**src/design/sprite_framebuffer_led_serializer_defines.svh**
```systemverilog
// Assertion macros for the sprite frame buffer LED serialiser.
// Used by the top level; expects clk and rst_n in scope. SYNTH builds get empty bodies.
`ifndef SPRITE_FRAMEBUFFER_LED_SERIALIZER_DEFINES_SVH
`define SPRITE_FRAMEBUFFER_LED_SERIALIZER_DEFINES_SVH
`ifndef SYNTH
`define SFLS_ASSERT_NEVER(name, cond) \
  name: assert property (@(posedge clk) disable iff (!rst_n) !(cond)) \
    else $error("sfls assertion failed");
`define SFLS_ASSERT_NEXT(name, ante, cons) \
  name: assert property (@(posedge clk) disable iff (!rst_n) (ante) |=> (cons)) \
    else $error("sfls assertion failed");
`else
`define SFLS_ASSERT_NEVER(name, cond)
`define SFLS_ASSERT_NEXT(name, ante, cons)
`endif
`endif

```
**src/design/sfls_pkg.sv**
```systemverilog
// Shared types and constants for the sprite frame buffer LED serialiser.
// No dependencies; used by the front, back and top level.
package sfls_pkg;

  localparam logic [1:0] OP_DRAW    = 2'd0;
  localparam logic [1:0] OP_CLEAR   = 2'd1;
  localparam logic [1:0] OP_REFRESH = 2'd2;

  localparam logic [7:0]  HDR_BASE      = 8'hE0;
  localparam logic [4:0]  LEVEL_MAX     = 5'd31;
  localparam logic [8:0]  FULL_SCALE    = 9'd256;
  localparam logic [8:0]  BRIGHT_RESET  = 9'd26;
  localparam logic [2:0]  END_LAST      = 3'd6;
  localparam logic [1:0]  CH_LAST       = 2'd2;
  localparam logic [23:0] RGB_ZERO      = 24'h000000;

  // Classified command handed from front to back
  typedef struct packed {
    logic        draw;
    logic        dark;
    logic [2:0]  row;
    logic [3:0]  col;
    logic [23:0] data;
  } cmd_t;

  typedef struct packed {
    logic streaming;
    logic push_last;
  } back_stat_t;

endpackage

```
**src/design/sfls_ram.sv**
```systemverilog
// Generic single-write, single-read RAM with registered read and read enable.
// No dependencies.
module sfls_ram #(
  parameter int WIDTH = 24,
  parameter int DEPTH = 84
) (
  input  logic                                   clk,
  input  logic                                   we,
  input  logic [((DEPTH > 1) ? $clog2(DEPTH) : 1)-1:0] waddr,
  input  logic [WIDTH-1:0]                       wdata,
  input  logic                                   re,
  input  logic [((DEPTH > 1) ? $clog2(DEPTH) : 1)-1:0] raddr,
  output logic [WIDTH-1:0]                       rdata
);

  logic [WIDTH-1:0] mem [DEPTH];

  always_ff @(posedge clk) begin
    if (we) begin
      mem[waddr] <= wdata;
    end
    if (re) begin
      rdata <= mem[raddr];
    end
  end

endmodule

```
**src/design/sfls_fifo.sv**
```systemverilog
// Two-entry register queue with push/full and pop/empty sides.
// No dependencies; used for the command queue and the byte queue.
module sfls_fifo #(
  parameter int WIDTH = 8
) (
  input  logic             clk,
  input  logic             rst_n,
  input  logic             push,
  input  logic [WIDTH-1:0] wdata,
  output logic             full,
  input  logic             pop,
  output logic [WIDTH-1:0] rdata,
  output logic             empty
);

  logic [WIDTH-1:0] entry_r [2];
  logic             wr_ptr_r;
  logic             rd_ptr_r;
  logic [1:0]       cnt_r;
  logic             do_push;
  logic             do_pop;

  assign full    = (cnt_r == 2'd2);
  assign empty   = (cnt_r == 2'd0);
  assign do_push = push && !full;
  assign do_pop  = pop && !empty;
  assign rdata   = entry_r[rd_ptr_r];

  always_ff @(posedge clk) begin
    if (do_push) begin
      entry_r[wr_ptr_r] <= wdata;
    end
  end

  always_ff @(posedge clk) begin
    if (!rst_n) begin
      wr_ptr_r <= 1'b0;
      rd_ptr_r <= 1'b0;
      cnt_r    <= 2'd0;
    end else begin
      if (do_push) begin
        wr_ptr_r <= !wr_ptr_r;
      end
      if (do_pop) begin
        rd_ptr_r <= !rd_ptr_r;
      end
      case ({do_push, do_pop})
        2'b10:   cnt_r <= cnt_r + 2'd1;
        2'b01:   cnt_r <= cnt_r - 2'd1;
        default: cnt_r <= cnt_r;
      endcase
    end
  end

endmodule

```
**src/design/sfls_front.sv**
```systemverilog
// Front end: takes input items, drops those with no effect, builds commands.
// Depends on sfls_pkg and sfls_fifo (command queue towards the back end).
module sfls_front #(
  parameter int COLUMNS = 12,
  parameter int ROWS    = 7
) (
  input  logic                clk,
  input  logic                rst_n,
  input  logic                push,
  output logic                full,
  input  logic [1:0]          in_op,
  input  logic [3:0]          in_origin_x,
  input  logic [2:0]          in_origin_y,
  input  logic [3:0]          in_sprite_col,
  input  logic [2:0]          in_sprite_row,
  input  logic [23:0]         in_sprite_pixel,
  input  logic [23:0]         in_tint_color,
  input  logic [2:0]          in_target_row,
  input  logic                cmd_pop,
  output logic                cmd_valid,
  output sfls_pkg::cmd_t      cmd
);

  logic [4:0]     x;
  logic [3:0]     y;
  logic           keep;
  logic           cmd_empty;
  sfls_pkg::cmd_t new_cmd;

  assign x = {1'b0, in_origin_x} + {1'b0, in_sprite_col};
  assign y = {1'b0, in_origin_y} + {1'b0, in_sprite_row};

  always_comb begin
    new_cmd.draw = 1'b0;
    new_cmd.dark = 1'b0;
    new_cmd.row  = in_target_row;
    new_cmd.col  = x[3:0];
    new_cmd.data = in_sprite_pixel;
    keep         = 1'b0;
    case (in_op)
      sfls_pkg::OP_DRAW: begin
        new_cmd.draw = 1'b1;
        new_cmd.row  = y[2:0];
        // tint replaces only lit pixels
        if ((in_sprite_pixel != sfls_pkg::RGB_ZERO) && (in_tint_color != sfls_pkg::RGB_ZERO)) begin
          new_cmd.data = in_tint_color;
        end
        keep = (x < 5'(COLUMNS)) && (y < 4'(ROWS));
      end
      sfls_pkg::OP_CLEAR: begin
        new_cmd.dark = 1'b1;
        keep         = ({1'b0, in_target_row} < 4'(ROWS));
      end
      sfls_pkg::OP_REFRESH: begin
        keep = ({1'b0, in_target_row} < 4'(ROWS));
      end
      default: begin
        keep = 1'b0;
      end
    endcase
  end

  sfls_fifo #(
    .WIDTH ($bits(sfls_pkg::cmd_t))
  ) u_cmd_q (
    .clk   (clk),
    .rst_n (rst_n),
    .push  (push && keep),
    .wdata (new_cmd),
    .full  (full),
    .pop   (cmd_pop),
    .rdata (cmd),
    .empty (cmd_empty)
  );

  assign cmd_valid = !cmd_empty;

endmodule

```
**src/design/sfls_back.sv**
```systemverilog
// Back end: frame store, draw writes and the APA102 row byte sequencer.
// Depends on sfls_pkg, sfls_ram (frame store) and sfls_fifo (byte queue).
module sfls_back #(
  parameter int COLUMNS = 12,
  parameter int ROWS    = 7
) (
  input  logic                    clk,
  input  logic                    rst_n,
  input  logic [8:0]              bright,
  input  logic                    cmd_valid,
  input  sfls_pkg::cmd_t          cmd,
  output logic                    cmd_pop,
  input  logic                    pop,
  output logic                    empty,
  output logic [7:0]              out_byte_out,
  output logic                    out_last,
  output sfls_pkg::back_stat_t    stat
);

  localparam int PIX = COLUMNS * ROWS;
  localparam int AW  = (PIX > 1) ? $clog2(PIX) : 1;

  typedef enum logic [2:0] {
    S_IDLE,
    S_START,
    S_HDR,
    S_CH,
    S_END
  } state_t;

  state_t          state_r;
  logic [3:0]      col_r;
  logic [1:0]      ch_r;
  logic [2:0]      cnt_r;
  logic [2:0]      row_r;
  logic            dark_r;
  logic            vld_rd_r;
  logic [PIX-1:0]  valid_r;

  logic            oq_full;
  logic            streaming;
  logic            push_b;
  logic            last_b;
  logic [7:0]      byte_b;
  logic            we;
  logic [AW-1:0]   waddr;
  logic            re;
  logic [AW-1:0]   raddr;
  logic [23:0]     rdata;
  logic [23:0]     px;
  logic [7:0]      chan;
  logic [16:0]     prod;
  logic [13:0]     lvl_prod;
  logic            clr_row;

  assign streaming = (state_r != S_IDLE);
  assign push_b    = streaming && !oq_full;
  assign cmd_pop   = (state_r == S_IDLE) && cmd_valid;
  assign we        = cmd_pop && cmd.draw;
  assign waddr     = AW'(int'(cmd.row) * COLUMNS + int'(cmd.col));
  assign raddr     = AW'(int'(row_r) * COLUMNS + int'(col_r));
  assign re        = push_b && (state_r == S_HDR);

  sfls_ram #(
    .WIDTH (24),
    .DEPTH (PIX)
  ) u_frame (
    .clk   (clk),
    .we    (we),
    .waddr (waddr),
    .wdata (cmd.data),
    .re    (re),
    .raddr (raddr),
    .rdata (rdata)
  );

  // Entries never written or cleared since read as black
  assign px = vld_rd_r ? rdata : sfls_pkg::RGB_ZERO;

  always_comb begin
    case (ch_r)
      2'd0:    chan = px[23:16];
      2'd1:    chan = px[15:8];
      default: chan = px[7:0];
    endcase
  end

  assign prod     = 17'(chan) * 17'(bright);
  assign lvl_prod = 14'(sfls_pkg::LEVEL_MAX) * 14'(bright);

  always_comb begin
    case (state_r)
      S_HDR:   byte_b = dark_r ? sfls_pkg::HDR_BASE
                               : (sfls_pkg::HDR_BASE | {3'b000, lvl_prod[12:8]});
      S_CH:    byte_b = dark_r ? 8'h00 : prod[15:8];
      default: byte_b = 8'h00;
    endcase
  end

  assign last_b = ((state_r == S_CH) && (ch_r == sfls_pkg::CH_LAST) &&
                   (col_r == 4'(COLUMNS - 1)) && (row_r != 3'(ROWS - 1))) ||
                  ((state_r == S_END) && (cnt_r == sfls_pkg::END_LAST));

  assign clr_row = push_b && last_b && dark_r;

  always_ff @(posedge clk) begin
    if (!rst_n) begin
      state_r  <= S_IDLE;
      col_r    <= 4'd0;
      ch_r     <= 2'd0;
      cnt_r    <= 3'd0;
      row_r    <= 3'd0;
      dark_r   <= 1'b0;
      vld_rd_r <= 1'b0;
    end else begin
      if (re) begin
        vld_rd_r <= valid_r[raddr];
      end
      case (state_r)
        S_IDLE: begin
          if (cmd_valid && !cmd.draw) begin
            row_r   <= cmd.row;
            dark_r  <= cmd.dark;
            col_r   <= 4'd0;
            ch_r    <= 2'd0;
            cnt_r   <= 3'd0;
            state_r <= (cmd.row == 3'd0) ? S_START : S_HDR;
          end
        end
        S_START: begin
          if (push_b) begin
            state_r <= S_HDR;
          end
        end
        S_HDR: begin
          if (push_b) begin
            ch_r    <= 2'd0;
            state_r <= S_CH;
          end
        end
        S_CH: begin
          if (push_b) begin
            if (ch_r != sfls_pkg::CH_LAST) begin
              ch_r <= ch_r + 2'd1;
            end else if (col_r != 4'(COLUMNS - 1)) begin
              col_r   <= col_r + 4'd1;
              state_r <= S_HDR;
            end else if (row_r == 3'(ROWS - 1)) begin
              cnt_r   <= 3'd0;
              state_r <= S_END;
            end else begin
              state_r <= S_IDLE;
            end
          end
        end
        S_END: begin
          if (push_b) begin
            if (cnt_r == sfls_pkg::END_LAST) begin
              state_r <= S_IDLE;
            end else begin
              cnt_r <= cnt_r + 3'd1;
            end
          end
        end
        default: begin
          state_r <= S_IDLE;
        end
      endcase
    end
  end

  // One valid bit per entry: set on draw, dropped on reset or row clear
  for (genvar i = 0; i < PIX; i++) begin : g_vld
    localparam int ER = i / COLUMNS;
    always_ff @(posedge clk) begin
      if (!rst_n) begin
        valid_r[i] <= 1'b0;
      end else if (we && (waddr == AW'(i))) begin
        valid_r[i] <= 1'b1;
      end else if (clr_row && (row_r == 3'(ER))) begin
        valid_r[i] <= 1'b0;
      end
    end
  end

  sfls_fifo #(
    .WIDTH (9)
  ) u_byte_q (
    .clk   (clk),
    .rst_n (rst_n),
    .push  (push_b),
    .wdata ({last_b, byte_b}),
    .full  (oq_full),
    .pop   (pop),
    .rdata ({out_last, out_byte_out}),
    .empty (empty)
  );

  assign stat.streaming = streaming;
  assign stat.push_last = push_b && last_b;

endmodule

```
**src/design/sprite_framebuffer_led_serializer.sv**
```systemverilog
// Channel   | handshake           | payload
// input     | push / full         | in_op, origin, sprite pos, pixel, tint, target row
// result    | pop / empty         | out_byte_out, out_last
// config    | valid / ready       | cfg_brightness (ready always high)
//
// A draw is one frame store write by the idle back end. A clear or refresh streams
// one byte per cycle from the row sequencer while the byte queue has room: 4*COLUMNS
// bytes, plus one for row 0 and seven after the last row, once the idle state takes
// the command; the frame store read port and the byte queue set that pace. Reset
// clears the frame store through per-entry valid bits at once, so no clearing pass.
// Either side may stall freely: two-entry command and byte queues decouple them.
//
// Top level of the sprite frame buffer LED serialiser.
// Depends on sfls_pkg, sfls_front, sfls_back and the assertion macro header.
`include "sprite_framebuffer_led_serializer_defines.svh"
module sprite_framebuffer_led_serializer #(
  parameter int COLUMNS = 12,
  parameter int ROWS    = 7
) (
  input  logic        clk,
  input  logic        rst_n,
  input  logic        push,
  output logic        full,
  input  logic [1:0]  in_op,
  input  logic [3:0]  in_origin_x,
  input  logic [2:0]  in_origin_y,
  input  logic [3:0]  in_sprite_col,
  input  logic [2:0]  in_sprite_row,
  input  logic [23:0] in_sprite_pixel,
  input  logic [23:0] in_tint_color,
  input  logic [2:0]  in_target_row,
  output logic        empty,
  input  logic        pop,
  output logic [7:0]  out_byte_out,
  output logic        out_last,
  input  logic        valid,
  output logic        ready,
  input  logic [8:0]  cfg_brightness
);

  logic                  [8:0] brightness_r;
  logic                  [8:0] bright;
  logic                        cmd_valid;
  logic                        cmd_pop;
  sfls_pkg::cmd_t              cmd;
  sfls_pkg::back_stat_t        stat;

  assign ready = 1'b1;

  always_ff @(posedge clk) begin
    if (!rst_n) begin
      brightness_r <= sfls_pkg::BRIGHT_RESET;
    end else if (valid) begin
      brightness_r <= cfg_brightness;
    end
  end

  // Values above full scale act as full scale
  assign bright = brightness_r[8] ? sfls_pkg::FULL_SCALE : brightness_r;

  sfls_front #(
    .COLUMNS (COLUMNS),
    .ROWS    (ROWS)
  ) u_front (
    .clk             (clk),
    .rst_n           (rst_n),
    .push            (push),
    .full            (full),
    .in_op           (in_op),
    .in_origin_x     (in_origin_x),
    .in_origin_y     (in_origin_y),
    .in_sprite_col   (in_sprite_col),
    .in_sprite_row   (in_sprite_row),
    .in_sprite_pixel (in_sprite_pixel),
    .in_tint_color   (in_tint_color),
    .in_target_row   (in_target_row),
    .cmd_pop         (cmd_pop),
    .cmd_valid       (cmd_valid),
    .cmd             (cmd)
  );

  sfls_back #(
    .COLUMNS (COLUMNS),
    .ROWS    (ROWS)
  ) u_back (
    .clk          (clk),
    .rst_n        (rst_n),
    .bright       (bright),
    .cmd_valid    (cmd_valid),
    .cmd          (cmd),
    .cmd_pop      (cmd_pop),
    .pop          (pop),
    .empty        (empty),
    .out_byte_out (out_byte_out),
    .out_last     (out_last),
    .stat         (stat)
  );

  `SFLS_ASSERT_NEVER(a_cmd_pop_empty, cmd_pop && !cmd_valid)
  `SFLS_ASSERT_NEXT(a_no_stray_byte, empty && !stat.streaming, empty)
  `SFLS_ASSERT_NEXT(a_last_ends_row, stat.push_last, !stat.streaming)

endmodule
```
**config.mk**
```make
export PLATFORM = sky130hd
export DESIGN_NAME = sprite_framebuffer_led_serializer
export DESIGN_NICKNAME = d
export VERILOG_FILES = /design/src/design/sfls_pkg.sv /design/src/design/sfls_ram.sv /design/src/design/sfls_fifo.sv /design/src/design/sfls_front.sv /design/src/design/sfls_back.sv /design/src/design/sprite_framebuffer_led_serializer.sv
export VERILOG_INCLUDE_DIRS = /design/src /design/src/design
export SDC_FILE = /design/constraint.sdc
export NUM_CORES = 2
export LEC_CHECK = 0
export ABC_AREA = 0
export BUFFER_PORTS_ARGS = -buffer_cell sky130_fd_sc_hd__buf_2
export CAP_MARGIN = 5
export CORE_UTILIZATION = 65
export CTS_BUF_LIST = sky130_fd_sc_hd__clkbuf_4 sky130_fd_sc_hd__clkbuf_8
export DETAILED_ROUTE_END_ITERATION = 10
export GPL_ROUTABILITY_DRIVEN = 0
export PLACE_DENSITY_LB_ADDON = 0.12
export REMOVE_ABC_BUFFERS = 1
export SLEW_MARGIN = 20
export SYNTH_ARGS = -nofsm -noshare
export SYNTH_HDL_FRONTEND = slang
export SYNTH_HIERARCHICAL = 1
export SYNTH_SLANG_ARGS = --single-unit
```
**constraint.sdc**
```tcl
create_clock -name clk -period 15 [get_ports clk]
set_input_delay 2.25 -clock clk [delete_from_list [all_inputs] [get_ports clk]]
set_output_delay 2.25 -clock clk [all_outputs]
set_load 0.1 [all_outputs]
```
==> out/summary.txt <==
initial antenna violation count -> 10
Die Height -> 375.9 um
Setup Fix Bufs, Post-CTS -> 0
Crit path max-delay family -> adder cells
vias in the first global route -> 48089
WHS Path Cells -> 2
Fin. Hold Viols -> 0
Worst-path clk slew -> 60 ps
Ports -> 93
Final min period -> 5970 ps
r2r endpoint -> u_back/u_byte_q/entry_r[1][3]$_DFFE_PP_
synth warn -> 6
Final ANT Viol Nets -> 0
crit path capture type -> register
Crit Path Max Fanout -> 12
final WL -> 232400 um
Clock Sinks -> 2244
clock buffer depth -> 4
Peak VDD IR -> 92.87 uV
share of layout cells above drive strength 1 -> 27.79%
Cells after Synth -> 4716
post-DR wirelength/cell -> 32.22 um
hold_sp -> u_back/valid_r[42]$_SDFFE_PN0P_
critical-path cell list -> inv_1, ha_1, nor2_1, nand2_1, a21boi_1, nand2_1, fa_1, fa_1, fa_1, fa_1, inv_1, ha_1, a21oi_1, o21ai_0, a311oi_1, o21bai_1, xnor2_1, o22ai_1
Hold Path Class -> reg2reg
Slew HR -> 19.73%
Leak -> 0.03216 uW
CTS buffer count -> 358
port bufs -> 91
Pwr Density -> 134.6 nW/um^2
CP required -> 15710 ps
Placeable Area -> 138200 um^2
First DRT Iteration DRCs -> 6830
CTS tree -> done
CTS resizes -> 0
reg-to-reg slack, setup -> 9030 ps
Worst Hold End -> u_back/valid_r[42]$_SDFFE_PN0P_
endpoints failing setup -> 0
chip width -> 375.9 um
row cnt -> 136
Clk Latency, worst-skew pair -> 1040 ps
max-slew violation count -> 0
final setup margin -> 9030 ps
total routing usage reported by global routing -> 33.48%
final hold slack -> 449.0 ps
mapped cell area -> 90880 um^2
Total Die Area -> 141300 um^2
Most common cell on crit path -> fa_1
fin crit share -> 39.80%
first-pass GRT wire length -> 332800 um
Setup WS pre-CTS -> 9093 ps
RSZ-0062 raised after global routing -> false
CP Launch Type -> register
drt via density -> 6.772
vias -> 48845
Mapped Avg Cell Area -> 19.27 um^2
Buf/Inv on CP -> 2
crit path DAT -> 6680 ps
Initial Utilization -> 65.77%
clk_skew -> 68.49 ps
DRC Markers -> 0
slowest stage delay, CP -> 550 ps
worst setup path class -> reg2reg
gr ovfl total -> 0
Fmax achieved -> 167.5 MHz
worst slew pin tran -> 1196 ps
sum of negative setup slack -> 0 ps
H-Tree Level Count -> 5
Maximum Capacitance Violations -> 0
Root Buffer -> clkbuf_8
Nets -> 5326
largest net degree at the start of global routing -> 113
# hold bufs at CTS -> 0
dpl hpwl -> 138400 um
critical path's slowest cell -> fa_1
status -> finished clean
reg2reg start -> u_back/ch_r[0]$_SDFFE_PN0P_
Area Growth Syn to Fin -> 11.02%
drt first pass iters -> 6
R2R depth -> 18
through the flow:
step           std cells  total power, uW  area (um^2)  util [%]
2_1_floorplan       4481             7974        89660         -
3_3_place_gp        6597             8665        94050     68.07
3_5_place_dp        6597             8692        94070     68.08
4_1_cts             7203            13580       100700     72.91
5_1_grt             7208            13920       100900     73.01
6_report            7213            13580       100900     73.02
routing by layer:
layer  GRT usage, %  up-vias  share of wire, %
li1               -    19948                 -
met1          46.34    25141                36
met2          51.48     3141                47
met3          7.781      611                11
met4          15.51        4               5.2
met5              0        -             0.048
worst min-delay path, cell delays in order (launching register included):
cell and delay (ps):
dfxtp_1 310, nand2_1 50, o21ai_1 50
flip-flops by register name (all words and copies together) (netlist names), 2 cells and up, named ones only:
register                 cells
u_back/u_frame/mem        2016
u_back/valid_r              84
u_back/u_frame/rdata        24
u_back/u_byte_q/entry_r     18
u_back/state_r               3
u_front/u_cmd_q/cnt_r        2
brightness_r                 9
u_back/col_r                 4
u_back/cnt_r                 3
u_back/row_r                 3
u_front/u_cmd_q/entry_r     66
u_back/u_byte_q/cnt_r        2
u_back/ch_r                  2
cells in the final DEF, fill, tap and decap left out, types with 32 or more instances in the layout:
cell type / n
nor2_2: 81
o21ai_0: 108
mux4_2: 481
fa_1: 65
mux2i_1: 122
edfxtp_1: 2124
nor2b_1: 41
o221ai_1: 32
a22oi_1: 86
nand2_1: 264
nor2_1: 123
mux2_2: 60
buf_4: 159
clkbuf_8: 367
nand3_1: 53
and2_1: 40
ha_1: 81
dfxtp_1: 117
buf_2: 91
inv_1: 108
a21oi_1: 81
clkbuf_4: 136
clkinv_1: 62
layout make-up:
type | instances | area [um^2]
inverter | 114 | 431.7
clock inverter | 103 | 608.1
timing repair buffer | 257 | 1812
tap | 1863 | 2331
sequential | 2244 | 66190
multi-input combinational | 2123 | 23430
antenna | 6 | 15.01
fill | 8086 | 37280
clock buffer | 503 | 6072
power breakdown:
group / internal [uW] / leakage [uW] / switching (uW) / total [uW]
clock network: 2690 / 0.00357 / 2250 / 4950
registers: 7000 / 0.0201 / 37.4 / 7030
logic: 397 / 0.00851 / 1200 / 1590
total: 10100 / 0.0322 / 3490 / 13600
worst max-delay path by stage:
stage | start | to | slack (ps) | cells after the start
after floorplan | u_back/col_r[0]$_SDFFE_PN0P_ | u_back/u_frame/rdata[0]$_DFFE_PP_ | -10360 | 4
after global placement | u_back/ch_r[0]$_SDFFE_PN0P_ | u_back/u_byte_q/entry_r[0][7]$_DFFE_PP_ | 9160 | 18
after detailed placement | u_back/ch_r[0]$_SDFFE_PN0P_ | u_back/u_byte_q/entry_r[0][7]$_DFFE_PP_ | 9090 | 18
after CTS | u_back/ch_r[0]$_SDFFE_PN0P_ | u_back/u_byte_q/entry_r[1][3]$_DFFE_PP_ | 9090 | 18
after global routing | u_back/ch_r[0]$_SDFFE_PN0P_ | u_back/u_byte_q/entry_r[1][7]$_DFFE_PP_ | 8580 | 18
final | u_back/ch_r[0]$_SDFFE_PN0P_ | u_back/u_byte_q/entry_r[1][3]$_DFFE_PP_ | 9030 | 18
Note: power is estimated with default switching activity, not from simulation.
